### config.mk
export PLATFORM = sky130hd
export DESIGN_NAME = hbs_fifo
export DESIGN_NICKNAME = d
export VERILOG_FILES = /design/src/rtl/core/hbs_fifo.sv
export SDC_FILE = /design/constraint.sdc
export NUM_CORES = 1
export LEC_CHECK = 0
export ABC_AREA = 1
export BUFFER_PORTS_ARGS = -buffer_cell sky130_fd_sc_hd__buf_2
export CORE_ASPECT_RATIO = 1.2
export CORE_MARGIN = 2
export CORE_UTILIZATION = 35
export DETAILED_ROUTE_END_ITERATION = 12
export GPL_TIMING_DRIVEN = 1
export PLACE_DENSITY = 0.56
export SETUP_SLACK_MARGIN = 0.5
export SLEW_MARGIN = 15
export SYNTH_ARGS = -nofsm -noshare
export SYNTH_HDL_FRONTEND = slang
export SYNTH_SLANG_ARGS = --single-unit
### constraint.sdc
create_clock -name i_clk -period 4.4 [get_ports i_clk]
set_clock_uncertainty 0.1 [all_clocks]
set_input_delay 0.22 -clock i_clk [delete_from_list [all_inputs] [get_ports i_clk]]
set_output_delay 0.22 -clock i_clk [all_outputs]
set_load 0.02 [all_outputs]
### src/rtl/core/hbs_fifo.sv
// small synchronous fifo built from registers
module hbs_fifo #(
    parameter int WIDTH = 8,
    parameter int DEPTH = 4
) (
    input  logic             i_clk,
    input  logic             i_rst_n,
    input  logic             i_push,
    input  logic [WIDTH-1:0] i_data,
    output logic             o_full,
    input  logic             i_pop,
    output logic [WIDTH-1:0] o_data,
    output logic             o_empty
);

    localparam int PW = (DEPTH > 1) ? $clog2(DEPTH) : 1;
    localparam int CW = $clog2(DEPTH + 1);

    logic [WIDTH-1:0] r_mem [DEPTH];
    logic [PW-1:0]    r_wr_ptr, n_wr_ptr;
    logic [PW-1:0]    r_rd_ptr, n_rd_ptr;
    logic [CW-1:0]    r_count, n_count;
    logic             push_ok, pop_ok;

    assign o_full  = (r_count == CW'(DEPTH));
    assign o_empty = (r_count == '0);
    assign push_ok = i_push && !o_full;
    assign pop_ok  = i_pop && !o_empty;
    assign o_data  = r_mem[r_rd_ptr];

    always_comb begin
        n_wr_ptr = r_wr_ptr;
        n_rd_ptr = r_rd_ptr;
        n_count  = r_count;
        if (push_ok) begin
            n_wr_ptr = (r_wr_ptr == PW'(DEPTH - 1)) ? '0 : r_wr_ptr + 1'b1;
        end
        if (pop_ok) begin
            n_rd_ptr = (r_rd_ptr == PW'(DEPTH - 1)) ? '0 : r_rd_ptr + 1'b1;
        end
        if (push_ok && !pop_ok) begin
            n_count = r_count + 1'b1;
        end else if (pop_ok && !push_ok) begin
            n_count = r_count - 1'b1;
        end
    end

    always_ff @(posedge i_clk) begin
        if (!i_rst_n) begin
            r_wr_ptr <= '0;
            r_rd_ptr <= '0;
            r_count  <= '0;
        end else begin
            r_wr_ptr <= n_wr_ptr;
            r_rd_ptr <= n_rd_ptr;
            r_count  <= n_count;
        end
    end

    always_ff @(posedge i_clk) begin
        if (push_ok) begin
            r_mem[r_wr_ptr] <= i_data;
        end
    end

endmodule

==> summary.md <==
| Metric | Value |
|---|---|
| Most frequent standard cell in the layout excluding fill and tap cells | `sky130_fd_sc_hd__nor2_1` |
| Clock-pin slew on the worst setup and hold paths | `0.08 ns` |
| Area Overhead vs Synth | `14.3%` |
| Arrival @ worst endpoint | `1.76 ns` |
| Die width | `67.5 um` |
| Pin count of the biggest net entering global routing | `18` |
| Delay of the slowest cell on the worst path | `0.71 ns` |
| Status | `finished, final reports clean` |
| Number of buffers inserted during clock tree synthesis | `5` |
| Number of vias per cell | `4.61` |
| Clock sink count | `41` |
| Proportion of synthesized chip area in sequential cells | `67.4%` |
| CTS tree | `done` |
| Final Critical Period | `2.08 ns` |
| Core area | `4630 um^2` |
| Residual antenna-violating net count after detailed routing | `0` |
| NumNets Final | `193` |
| Setup repair after global routing missed its margin | `false` |
| Worst Slack Setup Final | `2.32 ns` |
| CP Launch Type | `flip-flop` |
| Final weighted congestion of routability-driven global placement | `0.780` |
| Mean routed wirelength per cell | `12.8 um` |
| Number of synthesized register bits | `41` |
| Placement Setup Slack | `2.46 ns` |
| Lkg Pwr | `0.776 nW` |
| Worst R2R Path Depth | `9` |
| Die area | `5410 um^2` |
| Worst hold path stage count | `1` |
| Total Neg Setup Slack | `0 ns` |
| Post-detailed-placement half-perimeter wirelength | `2020 um` |
| Slowest CP cell | `sky130_fd_sc_hd__dfxtp_1` |
| Final WL | `2970 um` |
| Total Power Consumption | `1.15 mW` |
| Final count of hold timing violations | `0` |
| Hold path startpoint | `i_data[5]` |
| Nets in the synthesized netlist | `167` |
| Final worst-path cycle share | `47.4%` |
| Placed Cells incl. Taps | `225` |
| Global-route wire length before repair | `4670 um` |
| Top fanout value on the critical path | `17` |
| DRC violation count after routing | `0` |
| Number of input and output port buffers inserted | `21` |
| Hold-fix buffer count after cts | `0` |
| Critical register-to-register path startpoint | `r_count[1]$_SDFFE_PN0P_` |
| Total gr overflow | `0` |
| Number of DRC markers after the initial detailed-route iteration | `29` |
| Number of H-tree levels | `2` |
| Total routing resource utilization after global routing | `12.0%` |
| Ratio of cells with drive above 1 in the final layout | `19.4%` |
| Number of warnings issued by yosys | `0` |
| Design Area, Final | `1930 um^2` |
| Peak VDD IR | `0.000299 V` |
| Resized Gates After CTS | `0` |
| Max-slew headroom | `45.3%` |
| Final-layout fill cell count | `439` |
| Setup-violating endpoint count in the final report | `0` |
| Root Buffer | `sky130_fd_sc_hd__clkbuf_8` |
| Most frequent cells in the layout | `sky130_fd_sc_hd__nor2_1 (33), sky130_fd_sc_hd__edfxtp_1 (32), sky130_fd_sc_hd__buf_2 (21), sky130_fd_sc_hd__inv_1 (18)` |
| Achievable clock frequency | `480 MHz` |
| Routed vias | `1075` |
| Synthesized instance count | `148` |
| Count of unique library cells instantiated by Yosys | `18` |
| Class of the most critical hold timing path | `in -> reg` |
| FF-to-FF setup slack | `2.44 ns` |
| Detailed-routing iteration count for the pre-antenna-repair pass | `4` |
| Data required time at the worst endpoint | `4.08 ns` |
| Final Instance Count excl. Fillers | `233` |
| Worst min-delay path endpoint | `r_mem[1][5]$_DFFE_PP_` |
| Critical R2R Capture | `r_count[1]$_SDFFE_PN0P_` |
| Maximum buffer depth of the clock tree | `2` |
| Synthesized area per cell | `11.4 um^2` |
| Insertion delay to the later sink of the worst-skew pair | `0.29 ns` |
| Layout Utilization | `41.8%` |
| Total of max-cap violations | `0` |
| Cell row count | `27` |
| Critical path, cell by cell | `inv_2, o21ai_0, o22ai_1, buf_2` |
| Tightest hold margin | `0.0433 ns` |
| Y dimension of the die | `80.2 um` |
| Worst Setup Path Type | `reg -> out` |
| Dpl cell area | `1850 um^2` |
| Starting density of the core | `36.6%` |
| Worst Setup End Kind | `output pin` |
| I/O pin total | `22` |
| Total power divided by cell area | `597 nW/um^2` |
| Number of antenna violations at the first check in global routing | `0` |
| Number of global-route vias before repair | `1042` |
| Fin. max-slew vios | `0` |
| Ant diodes | `0` |
| Tightest Pin Transition | `0.817 ns` |
| Synth Cell Area | `1690 um^2` |
| Number of buffers inserted by post-CTS setup repair | `0` |
==> worst max-delay path, delay by kind of cell, from the launching register on <==
| kind | cells | cell delay (ns) |
|---|---|---|
| flip-flops | 1 | 0.71 |
| buffers and inverters | 2 | 0.45 |
| AO/OA/AOI/OAI | 2 | 0.32 |
==> power breakdown <==
part	internal [mW]	leakage, nW	switching (mW)
clock	0.109	0.0439	0.126
combinational	0.130	0.364	0.256
sequential	0.482	0.368	0.0504
total	0.721	0.776	0.433
==> cell families (layout without fill, tap and decap cells) <==
group                    after synthesis  after routing  synth area share, %
AO/OA/AOI/OAI                         28             28                 9.53
adder cells (fa/ha/maj)                7              7                 5.62
buffers and inverters                 21             48                 5.54
flip-flops                            41             41                 67.4
AND/OR/NAND/NOR                       51             51                 11.9
==> how the worst max path moves through the flow <==
stage                       startpoint                 endpoint  slack [ns]
6_report                     flip-flop                o_data[1]        2.32
5_1_grt                      flip-flop                o_data[2]        2.14
4_1_cts                      flip-flop                o_data[0]        2.28
3_5_place_dp   r_count[1]$_SDFFE_PN0P_  r_count[1]$_SDFFE_PN0P_        2.46
2_1_floorplan  r_count[1]$_SDFFE_PN0P_  r_count[1]$_SDFFE_PN0P_        2.61
3_3_place_gp   r_count[1]$_SDFFE_PN0P_  r_count[1]$_SDFFE_PN0P_        2.52
==> cells in the mapped netlist, drive strengths merged <==
cell type | count | area, um^2
nor2 | 33 | 124
edfxtp | 32 | 961
inv | 19 | 71.3
o21ai | 18 | 101
nand2 | 15 | 58.8
dfxtp | 9 | 180
o22ai | 8 | 50.1
ha | 6 | 75.1
a21oi | 2 | 10.0
buf | 2 | 22.5
fa | 1 | 20.0
nand3 | 1 | 5.00
nand3b | 1 | 7.51
nand4 | 1 | 6.26
==> sequential cells by signal (all words and copies together) (netlist names), named ones only <==
register and cells:
r_count 3, r_mem 32, r_rd_ptr 2, r_wr_ptr 2
==> layout make-up <==
type / count / area [um^2] / area share [%]
timing repair buffer: 21 / 105 / 5.43
tap: 58 / 72.6 / 3.75
multi-input combinational: 86 / 458 / 23.7
clock inverter: 3 / 17.5 / 0.906
sequential: 41 / 1140 / 59.0
inverter: 19 / 71.3 / 3.69
clock buffer: 5 / 68.8 / 3.56
==> metal layers <==
metal	up-vias	wire [um]	global-route usage, %
met5	-	0	0
met2	20	1490	20.5
met1	499	1270	13.1
li1	551	-	-
met4	0	48	4.29
met3	5	163	5.04
Note: power is estimated with default switching activity, not from simulation.
