## src/rtl/core/hbs_pkg.sv

```systemverilog
// shared types, constants and helpers of the heightmap bilinear sampler
package hbs_pkg;

    // default geometry and fixed point format
    localparam int MAX_COLS_DEF  = 256;
    localparam int MAX_ROWS_DEF  = 256;
    localparam int FRAC_BITS_DEF = 8;

    // fixed field widths
    localparam int CFG_W    = 9;
    localparam int IDX_W    = 8;
    localparam int TEXEL_W  = 8;
    localparam int COORD_W  = 17;
    localparam int HEIGHT_W = 24;
    localparam int OUT_FRAC = 16;

    // queue depths
    localparam int CMD_DEPTH = 4;
    localparam int OUT_DEPTH = 8;

    // number of texel banks: row parity x column parity
    localparam int NUM_BANKS = 4;

    // configuration register indexes
    localparam logic REG_MAP_WIDTH  = 1'b0;
    localparam logic REG_MAP_HEIGHT = 1'b1;

    // input function codes
    localparam logic FUNC_WRITE  = 1'b0;
    localparam logic FUNC_SAMPLE = 1'b1;

    typedef enum logic {
        CMD_WRITE  = 1'b0,
        CMD_SAMPLE = 1'b1
    } t_cmd_kind;

    // control part of one queued command
    typedef struct packed {
        t_cmd_kind  kind;
        logic [1:0] bank;      // bank of a texel write: {row[0], col[0]}
        logic       row_odd;   // parity of the base row
        logic       same_row;  // second row clamped onto the base row
        logic       col_odd;   // parity of the base column
        logic       same_col;  // second column clamped onto the base column
    } t_cmd_ctl;

    // address width of one bank
    function automatic int bank_aw(input int rows, input int cols);
        int depth;
        depth = ((rows + 1) >> 1) * ((cols + 1) >> 1);
        return (depth > 1) ? $clog2(depth) : 1;
    endfunction

endpackage

```

## src/rtl/core/hbs_front.sv

```systemverilog
// front end: map size registers, coordinate split and bank address generation
module hbs_front #(
    parameter int MAX_COLS  = hbs_pkg::MAX_COLS_DEF,
    parameter int MAX_ROWS  = hbs_pkg::MAX_ROWS_DEF,
    parameter int FRAC_BITS = hbs_pkg::FRAC_BITS_DEF
) (
    input  logic                                         i_clk,
    input  logic                                         i_rst_n,
    input  logic                                         i_cfg_we,
    input  logic                                         i_cfg_index,
    input  logic [hbs_pkg::CFG_W-1:0]                    i_cfg_data,
    input  logic                                         i_valid,
    input  logic                                         i_full,
    input  logic                                         i_func,
    input  logic [hbs_pkg::IDX_W-1:0]                    i_row_index,
    input  logic [hbs_pkg::IDX_W-1:0]                    i_col_index,
    input  logic [hbs_pkg::TEXEL_W-1:0]                  i_texel_value,
    input  logic [hbs_pkg::COORD_W-1:0]                  i_u_coord,
    input  logic [hbs_pkg::COORD_W-1:0]                  i_v_coord,
    output logic                                         o_push,
    output hbs_pkg::t_cmd_ctl                            o_ctl,
    output logic [hbs_pkg::NUM_BANKS-1:0]
                 [hbs_pkg::bank_aw(MAX_ROWS, MAX_COLS)-1:0] o_addr,
    output logic [hbs_pkg::TEXEL_W-1:0]                  o_wdata,
    output logic [FRAC_BITS:0]                           o_frac_v,
    output logic [FRAC_BITS:0]                           o_frac_u
);

    import hbs_pkg::*;

    localparam int CIW   = $clog2(MAX_COLS);
    localparam int RIW   = $clog2(MAX_ROWS);
    localparam int CSW   = $clog2(MAX_COLS + 1);
    localparam int RSW   = $clog2(MAX_ROWS + 1);
    localparam int IPW   = COORD_W - FRAC_BITS;
    localparam int FW    = FRAC_BITS + 1;
    localparam int CH    = (MAX_COLS + 1) / 2;
    localparam int AW    = bank_aw(MAX_ROWS, MAX_COLS);
    localparam int ONE   = 1 << FRAC_BITS;
    localparam int W_RST = (MAX_COLS < 256) ? MAX_COLS : 256;
    localparam int H_RST = (MAX_ROWS < 256) ? MAX_ROWS : 256;

    logic [CSW-1:0] r_width, n_width;
    logic [RSW-1:0] r_height, n_height;

    // size registers hold the already limited value
    always_comb begin
        n_width  = r_width;
        n_height = r_height;
        if (i_cfg_we) begin
            unique case (i_cfg_index)
                REG_MAP_WIDTH: begin
                    if (i_cfg_data == '0) begin
                        n_width = CSW'(1);
                    end else if (32'(i_cfg_data) > 32'(MAX_COLS)) begin
                        n_width = CSW'(MAX_COLS);
                    end else begin
                        n_width = CSW'(i_cfg_data);
                    end
                end
                REG_MAP_HEIGHT: begin
                    if (i_cfg_data == '0) begin
                        n_height = RSW'(1);
                    end else if (32'(i_cfg_data) > 32'(MAX_ROWS)) begin
                        n_height = RSW'(MAX_ROWS);
                    end else begin
                        n_height = RSW'(i_cfg_data);
                    end
                end
                default: begin
                end
            endcase
        end
    end

    always_ff @(posedge i_clk) begin
        if (!i_rst_n) begin
            r_width  <= CSW'(W_RST);
            r_height <= RSW'(H_RST);
        end else begin
            r_width  <= n_width;
            r_height <= n_height;
        end
    end

    logic [IPW-1:0] v_ip, u_ip;
    logic [RIW-1:0] v_k, v_k1, v_rp;
    logic [CIW-1:0] u_k, u_k1, u_cp;
    logic [AW-1:0]  wr_addr;
    logic           wr_in_range;
    logic           is_sample;

    always_comb begin
        is_sample = (i_func == FUNC_SAMPLE);

        // row: clamp integer part, fraction against clamped index saturates at one
        v_ip = i_v_coord[COORD_W-1:FRAC_BITS];
        v_k  = (32'(v_ip) >= 32'(r_height)) ? RIW'(r_height - 1'b1) : RIW'(v_ip);
        v_k1 = (32'(v_k) + 32'd1 >= 32'(r_height)) ? v_k : RIW'(32'(v_k) + 32'd1);
        o_frac_v = (32'(v_ip) == 32'(v_k)) ? {1'b0, i_v_coord[FRAC_BITS-1:0]} : FW'(ONE);

        // column
        u_ip = i_u_coord[COORD_W-1:FRAC_BITS];
        u_k  = (32'(u_ip) >= 32'(r_width)) ? CIW'(r_width - 1'b1) : CIW'(u_ip);
        u_k1 = (32'(u_k) + 32'd1 >= 32'(r_width)) ? u_k : CIW'(32'(u_k) + 32'd1);
        o_frac_u = (32'(u_ip) == 32'(u_k)) ? {1'b0, i_u_coord[FRAC_BITS-1:0]} : FW'(ONE);

        wr_in_range = (32'(i_row_index) < 32'(MAX_ROWS)) &&
                      (32'(i_col_index) < 32'(MAX_COLS));
        wr_addr = AW'(32'(i_row_index >> 1) * 32'(CH) + 32'(i_col_index >> 1));

        // each bank serves whichever of the two rows and columns has its parity
        for (int b = 0; b < NUM_BANKS; b++) begin
            v_rp = (v_k[0] == b[1]) ? v_k : v_k1;
            u_cp = (u_k[0] == b[0]) ? u_k : u_k1;
            o_addr[b] = is_sample ? AW'(32'(v_rp >> 1) * 32'(CH) + 32'(u_cp >> 1))
                                  : wr_addr;
        end

        o_ctl.kind     = is_sample ? CMD_SAMPLE : CMD_WRITE;
        o_ctl.bank     = {i_row_index[0], i_col_index[0]};
        o_ctl.row_odd  = v_k[0];
        o_ctl.same_row = (v_k1 == v_k);
        o_ctl.col_odd  = u_k[0];
        o_ctl.same_col = (u_k1 == u_k);
        o_wdata        = i_texel_value;

        // writes outside MAX_ROWS by MAX_COLS are taken and dropped
        o_push = i_valid && !i_full && (is_sample || wr_in_range);
    end

endmodule

```

## config.mk

```make
export PLATFORM = sky130hd
export DESIGN_NAME = hbs_front
export DESIGN_NICKNAME = d
export VERILOG_FILES = /design/src/rtl/core/hbs_pkg.sv /design/src/rtl/core/hbs_front.sv
export SDC_FILE = /design/constraint.sdc
export NUM_CORES = 1
export LEC_CHECK = 0
export ABC_AREA = 0
export BUFFER_PORTS_ARGS = -buffer_cell sky130_fd_sc_hd__buf_2
export CAP_MARGIN = 20
export CORE_MARGIN = 3
export CORE_UTILIZATION = 42
export DETAILED_ROUTE_END_ITERATION = 8
export MAX_ROUTING_LAYER = met4
export PLACE_DENSITY = 0.71
export REMOVE_ABC_BUFFERS = 1
export SETUP_SLACK_MARGIN = 0.5
export SYNTH_ARGS = -nofsm -noshare
export SYNTH_HDL_FRONTEND = slang
export SYNTH_SLANG_ARGS = --single-unit
```

## constraint.sdc

```tcl
create_clock -name i_clk -period 14.9 [get_ports i_clk]
set_clock_uncertainty 0.2 [all_clocks]
set_input_delay 0 -clock i_clk [delete_from_list [all_inputs] [get_ports i_clk]]
set_output_delay 0 -clock i_clk [all_outputs]
set_load 0.01 [all_outputs]
```

==> impl_metrics.ini <==
[timing]
tightest_slew_ps = 868
slew_viol_final = 0
finalCriticalPeriod_ps = 6830
setup_tns_ps = 0
finalHoldViolCount = 0
clock.fmax_ghz = 0.146
setup_viol = 0
rsz0062_at_grt = no
timing.final.ws_setup_ps = 8070
finalCritPeriodShare_pct = 45.8
slew_headroom_pct = 42.1

[global_route]
antenna_found_initial = 0
use_met3_pct = 2.36
grt_usage_pct = 21.3
grt_pass1_wl_um = 19300
use_met2_pct = 36.9
grt_overflow = 0
grt_max_degree = 35
grt_busiest_layer = met2
grtUsageMet1_pct = 26.6
grt_pass1_vias = 4017

[clock_network]
cts_max_level = 1
cts_sinks = 18
cts_tree = built
cts_max_path_buffers = 2
clk_pin_slew_worst_paths_ps = 60
cts-root-buf = clkbuf_8
clk_latency_ps = 250
cts_buffers = 3

[cells_and_area]
drive_gt1_share_pct = 26.4
final_common_cell = buf_2
fillers = 875
syn2layout_area_growth_pct = 18.7
n_antenna_cell = 0
fin_util_pct = 52.9
finish.cell_count_without_fillers = 752
final_cell_mix = buf_2 (143), ha_1 (40), inv_1 (33)
layout.nets = 741

[power]
p_leak_uw = 0.00219
vdd_drop_max_v = 0.0000285
power_density_nw_per_um2 = 69.6
finalPower_uw = 331

[setup_path]
endpoint_kind = output port
start_kind = flop
criticalPathCategory = reg -> out
reg2reg_depth = 3
cp.required_ps = 14700
critPathMaxFanout = 20
critPathArrivalTime_ps = 6630

[synth]
synth.largest_area_cell = ha_1
ys.flop_type = dfxtp_1
ys_types = 62
synthArstFlopShare_pct = 0
synth_seq_cells = 18
yosysSeqAreaShare_pct = 9.01
yosysTopAreaCellShare_pct = 12.5
synth_area_um2 = 4000
ys.warnings.count = 0
synthCells = 522
yosys-top-cells-area = ha_1 (13%), dfxtp_1 (9.0%), buf_4 (7.3%), xnor2_1 (5.7%), xnor3_1 (5.6%)
avgSynthCellArea_um2 = 7.67
synth_edf_count = 0

[run]
maxCapViolCount = 0

[floorplanning]
die_w_um = 104
die_y_um = 104
die_area_um2 = 10700
core_um2 = 8980
io_pins = 164
start_util_pct = 44.6
rows = 34

[placed_design]
placedCellCount = 724
numPortBuffers = 143
dp_slack_ps = 8490
dp_hpwl_um = 9460
place_congestion = 0.966

[min_path]
hold_class = in -> out
worstHoldPathCells = 3

[detailed_routing]
drc = 0
antenna_left = 0
viasPerCell = 5.58
vias = 4193
dr.pass1.iters = 5
finalWirelength_um = 11500
dr.first_iter.drc_count = 159
wl_per_cell_um = 15.3

[run_status]
outcome = finished clean
[cell type report]
type | instances | area, µm² | share of cell area [%]
Sequential cell | 18 | 360 | 7.58
Multi-Input combinational cell | 402 | 3090 | 65.1
Inverter | 35 | 131 | 2.77
Tap cell | 126 | 158 | 3.32
Timing Repair Buffer | 167 | 956 | 20.1
Clock buffer | 4 | 55.1 | 1.16
[worst max-delay path, cell delays in order, from the launching register on]
cell and delay, ps:
dfxtp_1 470, inv_1 120, ha_1 310, a21o_1 160, a31oi_1 210, o21a_1 740, mux2i_1 750, inv_1 430
ha_1 450, nand3_1 120, mux2_2 210, xnor2_1 90, ha_1 180, a21o_1 170, a2111oi_0 400, o21ai_0 190
nand2_1 300, inv_1 230, or4_1 460, a31oi_1 200, buf_2 160
[routing by layer]
metal,vias up,share of wire (%)
met1,1935,44
met2,155,48
met5,-,0
met3,18,6.2
met4,0,1.9
li1,2085,-
[metrics by stage]
step           hold slack [ps]  instance area [µm²]
2_1_floorplan             -200                 3580
3_3_place_gp              -200                 4460
3_5_place_dp              -200                 4460
4_1_cts                   28.2                 4750
5_1_grt                   43.7                 4750
6_report                  27.6                 4750
[final timing paths]
| check | slack, ps | to | start |
|---|---|---|---|
| worst min-delay path | 30 | o_push | i_full |
| worst min register to register | 290 | r_width[6] | r_width[6] |
| worst max register to register | 13270 | r_height[0] | r_height[0] |
| worst max-delay path | 8070 | o_addr[3] | r_width[2] |
[synthesized netlist by cell type, drive strengths merged (5+ instances only)]
cell	instances
a21boi	9
a21o	10
a21oi	17
a311oi	6
a31oi	17
and2	16
and4	5
buf	46
clkbuf	20
dfxtp	18
ha	40
inv	33
mux2	9
mux2i	17
nand2	30
nand2b	8
nand3	19
nand3b	8
nand4	6
nor2	23
nor2b	9
nor3	16
nor3b	9
nor4	11
o2111ai	5
o211ai	7
o21a	7
o21ai	17
or4	6
xnor2	26
xnor3	10
[kinds of logic after synthesis]
logic type,after synthesis,synth area share [%]
xor+xnor,40,12.2
fa+ha+maj,40,12.5
mux,26,6.97
flops,18,9.01
simple gates,179,25.1
compound gates,117,20.4
buf+inv,102,13.8
[where the power goes]
| part | switching (µW) | internal [µW] | total [µW] |
|---|---|---|---|
| combinational | 134 | 105 | 239 |
| sequential | 2.58 | 49.8 | 52.3 |
| clock | 15.5 | 23.5 | 39.0 |
[sequential cells by signal, summed over array words and instances (netlist names)]
register / cells
r_width: 9
r_height: 9
[timing repair]
item                                   4_1_cts  5_1_grt
setup buffers                                0        0
hold buffers                                24        0
gates resized for setup                      0        0
endpoints found under the hold margin       28        0
Note: power is estimated with default switching activity, not from simulation.
